**src/hw/rtl/bcpc_pkg.sv**
```systemverilog
// Shared types, constants and the combination table for the button combo
// press classifier. No dependencies; every other file of the block uses it.
`default_nettype none

package bcpc_pkg;

  localparam int unsigned NUM_BUTTONS = 3;
  localparam int unsigned BTN_IDX_W   = 2;
  localparam int unsigned TS_W        = 32;
  localparam int unsigned CODE_W      = 4;
  localparam int unsigned HELD_W      = 8;
  localparam int unsigned COMBO_W     = 3;

  localparam logic [HELD_W-1:0]    HELD_SAT  = 8'hFF;
  localparam logic [HELD_W-1:0]    LPS_RESET = 8'd2;
  localparam logic [BTN_IDX_W-1:0] NUM_BTN_IDX = 2'd3;

  typedef enum logic {
    OP_RELEASE = 1'b0,
    OP_PRESS   = 1'b1
  } op_e;

  // Combination number 1..7 (A, B, M, AB, AM, BM, ABM) for a button mask.
  function automatic logic [COMBO_W-1:0] combo_number(input logic [NUM_BUTTONS-1:0] mask);
    logic [COMBO_W-1:0] num;
    case (mask)
      3'b000:  num = 3'd0;
      3'b001:  num = 3'd1;
      3'b010:  num = 3'd2;
      3'b011:  num = 3'd4;
      3'b100:  num = 3'd3;
      3'b101:  num = 3'd5;
      3'b110:  num = 3'd6;
      3'b111:  num = 3'd7;
      default: num = 3'd0;
    endcase
    return num;
  endfunction

endpackage

`default_nettype wire

```
**src/hw/rtl/bcpc_channels.sv**
```systemverilog
// Valid/ready channel interfaces of the classifier: button events in,
// combination reports out, and the threshold register write. Uses bcpc_pkg.
`default_nettype none

interface bcpc_event_if;
  logic                           valid;
  logic                           ready;
  logic                           op;
  logic [bcpc_pkg::BTN_IDX_W-1:0] btn_sel;
  logic [bcpc_pkg::TS_W-1:0]      timestamp_seconds;

  modport source (output valid, op, btn_sel, timestamp_seconds, input ready);
  modport sink   (input valid, op, btn_sel, timestamp_seconds, output ready);
endinterface

interface bcpc_report_if;
  logic                             valid;
  logic                             ready;
  logic [bcpc_pkg::CODE_W-1:0]      report_code;
  logic [bcpc_pkg::NUM_BUTTONS-1:0] combo_buttons;
  logic                             combo_is_long;

  modport source (output valid, report_code, combo_buttons, combo_is_long, input ready);
  modport sink   (input valid, report_code, combo_buttons, combo_is_long, output ready);
endinterface

interface bcpc_cfg_if;
  logic                        valid;
  logic                        ready;
  logic [bcpc_pkg::HELD_W-1:0] data;

  modport source (output valid, data, input ready);
  modport sink   (input valid, data, output ready);
endinterface

`default_nettype wire

```
**src/hw/rtl/bcpc_held_time.sv**
```systemverilog
// Held duration of a button in seconds, saturated to eight bits.
// Depends on bcpc_pkg for the saturation value and result width.
`default_nettype none

module bcpc_held_time #(
  parameter int unsigned TIME_WIDTH = 32
) (
  input  wire logic [TIME_WIDTH-1:0]           now_i,
  input  wire logic [TIME_WIDTH-1:0]           then_i,
  output logic      [bcpc_pkg::HELD_W-1:0]     held_o
);

  logic [TIME_WIDTH-1:0] diff;
  logic                  over;

  assign diff = now_i - then_i;

  generate
    if (TIME_WIDTH > bcpc_pkg::HELD_W) begin : g_wide
      assign over = |diff[TIME_WIDTH-1:bcpc_pkg::HELD_W];
    end else begin : g_narrow
      assign over = 1'b0;
    end
  endgenerate

  // Later release: saturated difference; earlier release: one; same time: zero.
  always_comb begin
    if (now_i > then_i) begin
      held_o = over ? bcpc_pkg::HELD_SAT : diff[bcpc_pkg::HELD_W-1:0];
    end else if (then_i > now_i) begin
      held_o = bcpc_pkg::HELD_W'(1);
    end else begin
      held_o = '0;
    end
  end

endmodule

`default_nettype wire

```
**src/hw/rtl/button_combo_press_classifier_core.sv**
```systemverilog
// Button combo press classifier, top level.
// Uses bcpc_pkg, the channel interfaces of bcpc_channels and bcpc_held_time.
//
// Usage:
//   evt_i  - button press/release requests: op, btn_sel, timestamp_seconds.
//   rpt_o  - one report request per event: report_code, combo_buttons and
//            combo_is_long; all zero when the event closes no combination.
//   cfg_i  - write of long_press_seconds; always ready, write only while idle.
// Path: an accepted event is held in the input register, then classified into
// the output register, where its report is valid on rpt_o until taken.
// Throughput: one event per cycle while reports are taken. The whole
// classification (held-time subtract and compare, mark update, combination
// encode) sits between the input register and the output register.
// Stall: when the report is not taken, the output register holds it and the
// input register takes one more event; further events wait on evt_i.ready.
// Reset: press times, held mask and marks clear, the threshold returns to 2
// seconds, both register stages empty.
`default_nettype none

module button_combo_press_classifier_core #(
  parameter int unsigned TIME_WIDTH = 32
) (
  input  wire logic  clk_i,
  input  wire logic  rst_ni,
  bcpc_event_if.sink   evt_i,
  bcpc_report_if.source rpt_o,
  bcpc_cfg_if.sink     cfg_i
);

  localparam int unsigned NB = bcpc_pkg::NUM_BUTTONS;

  // Input register stage.
  logic                           in_valid_q;
  logic                           op_q;
  logic [bcpc_pkg::BTN_IDX_W-1:0] idx_q;
  logic [bcpc_pkg::TS_W-1:0]      ts_q;

  // Output register stage.
  logic                        out_valid_q;
  logic [bcpc_pkg::CODE_W-1:0] code_q, code_d;
  logic [NB-1:0]               btn_q, btn_d;
  logic                        long_q, long_d;

  // Classifier state.
  logic [TIME_WIDTH-1:0]       press_time_q [NB];
  logic [NB-1:0]               held_q, held_d;
  logic [NB-1:0]               short_q, short_d;
  logic [NB-1:0]               longm_q, longm_d;
  logic [bcpc_pkg::HELD_W-1:0] lps_q;

  logic                        advance;
  logic                        btn_valid;
  logic [NB-1:0]               bit_mask;
  logic [TIME_WIDTH-1:0]       now;
  logic [TIME_WIDTH-1:0]       then_t;
  logic [bcpc_pkg::HELD_W-1:0] held_s;
  logic [NB-1:0]               held_after, short_mid, long_mid, combo;
  logic [bcpc_pkg::COMBO_W-1:0] combo_num;

  // Move an event into the output register whenever that register is free
  // or being drained this cycle.
  assign advance     = in_valid_q & (~out_valid_q | rpt_o.ready);
  assign evt_i.ready = ~in_valid_q | advance;
  assign cfg_i.ready = 1'b1;

  assign rpt_o.valid         = out_valid_q;
  assign rpt_o.report_code   = code_q;
  assign rpt_o.combo_buttons = btn_q;
  assign rpt_o.combo_is_long = long_q;

  // Fit the stamp to TIME_WIDTH: zero-extend it when wider, else keep only its low TIME_WIDTH bits.
  generate
    if (TIME_WIDTH > bcpc_pkg::TS_W) begin : g_ts_ext
      assign now = {{(TIME_WIDTH - bcpc_pkg::TS_W){1'b0}}, ts_q};
    end else if (TIME_WIDTH == bcpc_pkg::TS_W) begin : g_ts_eq
      assign now = ts_q;
    end else begin : g_ts_trunc
      assign now = ts_q[TIME_WIDTH-1:0];
    end
  endgenerate

  assign btn_valid = (idx_q < bcpc_pkg::NUM_BTN_IDX);
  assign bit_mask  = btn_valid ? (NB'(1) << idx_q) : '0;

  always_comb begin
    then_t = '0;
    for (int i = 0; i < NB; i++) begin
      if (bit_mask[i]) begin
        then_t = press_time_q[i];
      end
    end
  end

  bcpc_held_time #(
    .TIME_WIDTH (TIME_WIDTH)
  ) u_held_time (
    .now_i  (now),
    .then_i (then_t),
    .held_o (held_s)
  );

  // Release path: set the button's long or short mark, drop it from held.
  assign long_mid   = (held_s >= lps_q) ? (longm_q | bit_mask) : longm_q;
  assign short_mid  = (held_s >= lps_q) ? short_q : (short_q | bit_mask);
  assign held_after = held_q & ~bit_mask;
  assign combo      = (long_mid != '0) ? (long_mid | short_mid) : short_mid;
  assign combo_num  = bcpc_pkg::combo_number(combo);

  always_comb begin
    held_d  = held_q;
    short_d = short_q;
    longm_d = longm_q;
    code_d  = '0;
    btn_d   = '0;
    long_d  = 1'b0;
    if (btn_valid) begin
      if (bcpc_pkg::op_e'(op_q) == bcpc_pkg::OP_PRESS) begin
        held_d  = held_q | bit_mask;
        short_d = short_q & ~bit_mask;
        longm_d = longm_q & ~bit_mask;
      end else begin
        held_d  = held_after;
        short_d = short_mid;
        longm_d = long_mid;
        if (held_after == '0) begin
          // Last button up: report the combination and clear all marks.
          btn_d   = combo;
          short_d = '0;
          longm_d = '0;
          if (long_mid != '0) begin
            long_d = 1'b1;
            code_d = {combo_num, 1'b0} - bcpc_pkg::CODE_W'(1);
          end else if (short_mid != '0) begin
            code_d = {combo_num, 1'b0};
          end
        end
      end
    end
  end

  // Control state.
  always_ff @(posedge clk_i or negedge rst_ni) begin
    if (!rst_ni) begin
      in_valid_q  <= 1'b0;
      out_valid_q <= 1'b0;
      held_q      <= '0;
      short_q     <= '0;
      longm_q     <= '0;
      lps_q       <= bcpc_pkg::LPS_RESET;
      for (int i = 0; i < NB; i++) begin
        press_time_q[i] <= '0;
      end
    end else begin
      if (evt_i.ready) begin
        in_valid_q <= evt_i.valid;
      end
      if (advance) begin
        out_valid_q <= 1'b1;
        held_q      <= held_d;
        short_q     <= short_d;
        longm_q     <= longm_d;
        if (bcpc_pkg::op_e'(op_q) == bcpc_pkg::OP_PRESS) begin
          for (int i = 0; i < NB; i++) begin
            if (bit_mask[i]) begin
              press_time_q[i] <= now;
            end
          end
        end
      end else if (rpt_o.ready) begin
        out_valid_q <= 1'b0;
      end
      if (cfg_i.valid) begin
        lps_q <= cfg_i.data;
      end
    end
  end

  // Payload registers: load the request and the report, no reset needed.
  always_ff @(posedge clk_i) begin
    if (evt_i.ready && evt_i.valid) begin
      op_q  <= evt_i.op;
      idx_q <= evt_i.btn_sel;
      ts_q  <= evt_i.timestamp_seconds;
    end
    if (advance) begin
      code_q <= code_d;
      btn_q  <= btn_d;
      long_q <= long_d;
    end
  end

endmodule

`default_nettype wire

```
**src/flat_wrapper.sv**
```systemverilog
// flat-port wrapper written by rule: the top's interface ports become plain ports
module button_combo_press_classifier_core_flat 
#(
  parameter int unsigned TIME_WIDTH = 32
)
  (clk_i, rst_ni, evt_i_valid, evt_i_op, evt_i_btn_sel, evt_i_timestamp_seconds, evt_i_ready, rpt_o_valid, rpt_o_report_code, rpt_o_combo_buttons, rpt_o_combo_is_long, rpt_o_ready, cfg_i_valid, cfg_i_data, cfg_i_ready);
  bcpc_event_if evt_i_i ();
  bcpc_report_if rpt_o_i ();
  bcpc_cfg_if cfg_i_i ();
  input  wire logic clk_i;
  input  wire logic rst_ni;
  input wire logic [$bits(evt_i_i.valid)-1:0] evt_i_valid;
  input wire logic [$bits(evt_i_i.op)-1:0] evt_i_op;
  input wire logic [$bits(evt_i_i.btn_sel)-1:0] evt_i_btn_sel;
  input wire logic [$bits(evt_i_i.timestamp_seconds)-1:0] evt_i_timestamp_seconds;
  output wire logic [$bits(evt_i_i.ready)-1:0] evt_i_ready;
  output wire logic [$bits(rpt_o_i.valid)-1:0] rpt_o_valid;
  output wire logic [$bits(rpt_o_i.report_code)-1:0] rpt_o_report_code;
  output wire logic [$bits(rpt_o_i.combo_buttons)-1:0] rpt_o_combo_buttons;
  output wire logic [$bits(rpt_o_i.combo_is_long)-1:0] rpt_o_combo_is_long;
  input wire logic [$bits(rpt_o_i.ready)-1:0] rpt_o_ready;
  input wire logic [$bits(cfg_i_i.valid)-1:0] cfg_i_valid;
  input wire logic [$bits(cfg_i_i.data)-1:0] cfg_i_data;
  output wire logic [$bits(cfg_i_i.ready)-1:0] cfg_i_ready;
  assign evt_i_i.valid = evt_i_valid;
  assign evt_i_i.op = evt_i_op;
  assign evt_i_i.btn_sel = evt_i_btn_sel;
  assign evt_i_i.timestamp_seconds = evt_i_timestamp_seconds;
  assign evt_i_ready = evt_i_i.ready;
  assign rpt_o_valid = rpt_o_i.valid;
  assign rpt_o_report_code = rpt_o_i.report_code;
  assign rpt_o_combo_buttons = rpt_o_i.combo_buttons;
  assign rpt_o_combo_is_long = rpt_o_i.combo_is_long;
  assign rpt_o_i.ready = rpt_o_ready;
  assign cfg_i_i.valid = cfg_i_valid;
  assign cfg_i_i.data = cfg_i_data;
  assign cfg_i_ready = cfg_i_i.ready;
  button_combo_press_classifier_core #(.TIME_WIDTH(TIME_WIDTH)) u_core (.clk_i(clk_i), .rst_ni(rst_ni), .evt_i(evt_i_i), .rpt_o(rpt_o_i), .cfg_i(cfg_i_i));
endmodule
```
**config.mk**
```make
export PLATFORM = sky130hd
export DESIGN_NAME = button_combo_press_classifier_core_flat
export DESIGN_NICKNAME = d
export VERILOG_FILES = /design/src/hw/rtl/bcpc_pkg.sv /design/src/hw/rtl/bcpc_channels.sv /design/src/hw/rtl/bcpc_held_time.sv /design/src/hw/rtl/button_combo_press_classifier_core.sv /design/src/flat_wrapper.sv
export SDC_FILE = /design/constraint.sdc
export NUM_CORES = 1
export LEC_CHECK = 0
export BUFFER_PORTS_ARGS = -buffer_cell sky130_fd_sc_hd__buf_2
export CAP_MARGIN = 10
export CORE_UTILIZATION = 54
export DETAILED_ROUTE_END_ITERATION = 10
export MAX_ROUTING_LAYER = met4
export PLACE_DENSITY_LB_ADDON = 0.25
export SYNTH_ARGS = -nofsm -noshare
export SYNTH_HDL_FRONTEND = slang
export SYNTH_HIERARCHICAL = 1
export SYNTH_SLANG_ARGS = --single-unit
```
**constraint.sdc**
```tcl
create_clock -name clk_i -period 5.4 [get_ports clk_i]
set_input_delay 0.54 -clock clk_i [delete_from_list [all_inputs] [get_ports clk_i]]
set_output_delay 0.54 -clock clk_i [all_outputs]
set_load 0.02 [all_outputs]
```
==> summary.md <==
| Metric | Value |
|---|---|
| R2R Path Start | u_core/idx_q[0] |
| Clk_lat worst skew | 0.43 ns |
| CTS tree | built |
| Vias per cell | just under 6 |
| Largest family of logic cells by synthesized area | multiplexers |
| Flop pwr share | 36.0% |
| Req. time, crit path | 5.58 ns |
| Distinct cells, synth | 83 |
| Grt total ovfl | 0 |
| Initial antenna violation count | 0 |
| Final HPWL DP | approximately 14 mm |
| 1st-pass router iterations | 5 |
| Gr usage total | 24.1% |
| N_diodes | 0 |
| Seq cells post-synth | roughly 160 |
| Top-area cell type share of the netlist area | 30.9% |
| Mapped cell area | 9240 sq um |
| Simple-gate area share of the yosys netlist | ~11% |
| Vias | 6835 |
| Iteration-0 DRC Markers | 438 |
| Fmax | around 0.19 GHz |
| CTS buffer count | 17 |
| RD Place Congestion | 0.935 |
| Comb pwr share | a little under two fifths |
| Final setup fails | 0 |
| Synthesized net count | 953 |
| Synth cell count leaders | 114 x dfrtp_1, 85 x nand2_1, 59 x o21ai_0 |
| VDD IR max | 317 uV |
| I/O pin total | 59 |
| Final Core Density | 66.9% |
| Least-Margin Pin Slew | around 0.95 ns |
| Post-synthesis xor/xnor area fraction | 1.04% |
| Setup Crit Path Kind | flop to flop |
| Total wire length | around 21 mm |
| Nets | 1035 |
| Fin crit share | 98.0% |
| Vias in the first global route | 6717 |
| Dominant synthesized flop cell | dfrtp_1 |
| Starting density of the core | 55.5% |
| Design area | 11100 sq um |
| Clock-pin slew on the worst setup and hold paths | 0.07 ns |
| Die height | between 100 and 150 microns |
| Number of H-tree levels | 4 |
| Hold slack | around 0.16 ns |
| Max FO, Critical Path | 8 |
| Worst EP arrival | between 5 and 6 ns |
| DR WL/cell | 17.4 microns |
| Post-synthesis sequential area ratio | ~45% |
| Power Density | 409 nW/um^2 |
| Worst setup SP type | flop |
| Dominant cell type by area after synthesis | dfrtp_1 |
| Post-synthesis compound-gate area fraction | between 15 and 20% |
| Sink Count | 158 |
| Final hold violations | 0 |
| Post-synthesis mux area share | between 10% and 20% |
| Final ANT Viol Nets | 0 |
| Layout cell share with drive strength beyond 1 | 28.2% |
| Die ar. | roughly 18000 sq um |
| Hold buffers post-CTS | 0 |
| Sw Share | 33.8% |
| DRC violation count after routing | 0 |
| Post-synthesis adder-cell area fraction | 6.00% |
| Minimum clock period | 5.29 ns |
| R2R depth | 21 |
| Cell with the most instances after synthesis | dfrtp_1 |
| Async SR Flop Fraction | 72.8% |
| Ys Warns | 6 |
| Chip width | 133 microns |
| RSZ-0062 raised after global routing | yes |
| Status | complete, no violations |
| Clock power share | 26.5% |
| Max Transition Viols Final | 0 |
| Post-Syn Instances | 863 |
| Largest cells by area after synthesis | dfrtp_1 31%, edfxtp_1 14%, mux2_1 7.1% |
| Max Root-Sink Buffers | 2 |
| Post-DP Area | a little under 10000 sq um |
| Worst R2R End | u_core/rpt_o.report_code[3] |
| R2R setup slack | 0.11 ns |
| Sw power | 1.54 mW |
| CORE AREA | 16600 sq um |
| Total power | 4.55 mW |
| Setup crit end kind | flop |
| Rows | 47 |
| Pleak | roughly 4.7 nW |
| Pin count of the biggest net entering global routing | 59 |
| Max Cap Viol | 0 |
| Root Buffer Master | clkbuf_16 |
| Port Buffers | 57 |
| Max-slew headroom | 36.5% |
| Synth-to-Final Area Change | 20.5% |
| Mean post-synth cell area | 10.7 sq um |
| Int Pwr | 3.01 mW |
| Skew final | roughly 0.009 ns |
| Post-synth EDFFs | 43 |
| First-pass GRT wire length | 32.9 mm |
| Hold/Removal Path Class | primary input to async pin |
==> layout make-up <==
cell class | count | area [sq um]
Inverter | 48 | 180
Fill cell | 1240 | 5510
Clock buffer | 19 | 433
Timing Repair Buffer | 108 | 756
Multi-Input combinational cell | 612 | 5160
Clock inverter | 13 | 165
Tap cell | 220 | 275
Sequential cell | 158 | 4170
==> placed cells by master (no fill, tap or decap), types with 16 or more instances in the layout <==
| cell | count |
|---|---|
| dfrtp_1 | 114 |
| nand4_1 | 16 |
| buf_2 | 56 |
| clkbuf_16 | 18 |
| ha_4 | 17 |
| inv_1 | 48 |
| mux2_1 | 58 |
| edfxtp_1 | 43 |
| ha_1 | 20 |
| o21ai_0 | 52 |
| nand2_1 | 81 |
| a21oi_1 | 37 |
| mux2_2 | 41 |
| nor2_1 | 34 |
| buf_4 | 41 |
| mux2i_1 | 38 |
==> critical path: stages (launching register included) <==
cell and delay (ns):
edfxtp_1 0.52, buf_12 0.21, mux2i_1 0.12, o21ai_0 0.27, inv_1 0.13, ha_4 0.33, a21o_1 0.20, a21oi_2 0.09
o21ai_2 0.28, o211ai_4 0.17, a2111oi_4 0.39, o21ai_1 0.10, a22o_1 0.26, nor4_4 0.21, buf_4 0.19, a21oi_1 0.07
ha_1 0.33, a211oi_2 0.21, o21ai_1 0.11, a2111o_1 0.44, nand3_2 0.09, mux2_2 0.32
==> sequential cells by signal, summed over array words and instances, names as in the netlist, named ones only <==
signal and cells:
u_core/press_time_q 96, u_core/op_q 1, u_core/rpt_o.combo_is_long 1, u_core/longm_q 3, u_core/idx_q 2, u_core/short_q 3
u_core/in_valid_q 1, u_core/rpt_o.valid 1, u_core/lps_q 8, u_core/rpt_o.combo_buttons 3, u_core/now 32, u_core/rpt_o.report_code 4
==> cells by family after synthesis <==
logic type / count (synthesis)
XOR/XNOR: 11
multiplexers: 137
flip-flops: 158
AO/OA/AOI/OAI: 209
AND/OR/NAND/NOR: 210
other: 1
buffers and inverters: 93
adder cells (fa/ha/maj): 44
==> how the worst max path moves through the flow <==
stage                          startpoint                     endpoint  slack [ns]  cells past startpoint
after floorplan           u_core/idx_q[0]  u_core/rpt_o.report_code[3]        0.20                     25
after global placement    u_core/idx_q[0]  u_core/rpt_o.report_code[3]        0.07                     25
after detailed placement  u_core/idx_q[0]  u_core/rpt_o.report_code[3]        0.07                     24
after CTS                 u_core/idx_q[0]  u_core/rpt_o.report_code[3]        0.03                     24
after global routing      u_core/idx_q[0]  u_core/rpt_o.report_code[3]       -0.12                     22
final                     u_core/idx_q[0]  u_core/rpt_o.report_code[3]        0.11                     21
==> power by group through the flow <==
stage	registers, mW	clock network, mW	logic (mW)
6_report	1.64	1.21	1.71
5_1_grt	1.67	1.28	1.86
4_1_cts	1.63	1.24	1.44
3_5_place_dp	1.65	0	1.43
3_3_place_gp	1.64	0	1.42
2_1_floorplan	1.62	0	1.09
==> routing by layer <==
metal / track usage [%] / share of wire [%]
met1: 30.5 / 46
met2: 39.3 / 49
met3: 5.06 / 3.8
met4: 6.58 / 1.8
met5: - / 0
==> metrics by stage <==
step / setup TNS (ns) / setup slack, ns / instances
2_1_floorplan: 0 / 0.196 / 863
3_3_place_gp: 0 / 0.0693 / 1129
3_5_place_dp: 0 / 0.0674 / 1129
4_1_cts: 0 / 0.0324 / 1161
5_1_grt: -0.252 / -0.122 / 1178
6_report: 0 / 0.106 / 1178
==> timing repair <==
| item | CTS | global route |
|---|---|---|
| setup buffers | 0 | 16 |
| endpoints found under the setup margin | 0 | 10 |
| hold endpoints to repair | 0 | 0 |
| gates resized for setup | 0 | 100 |
(Power assumes the default switching activity.)
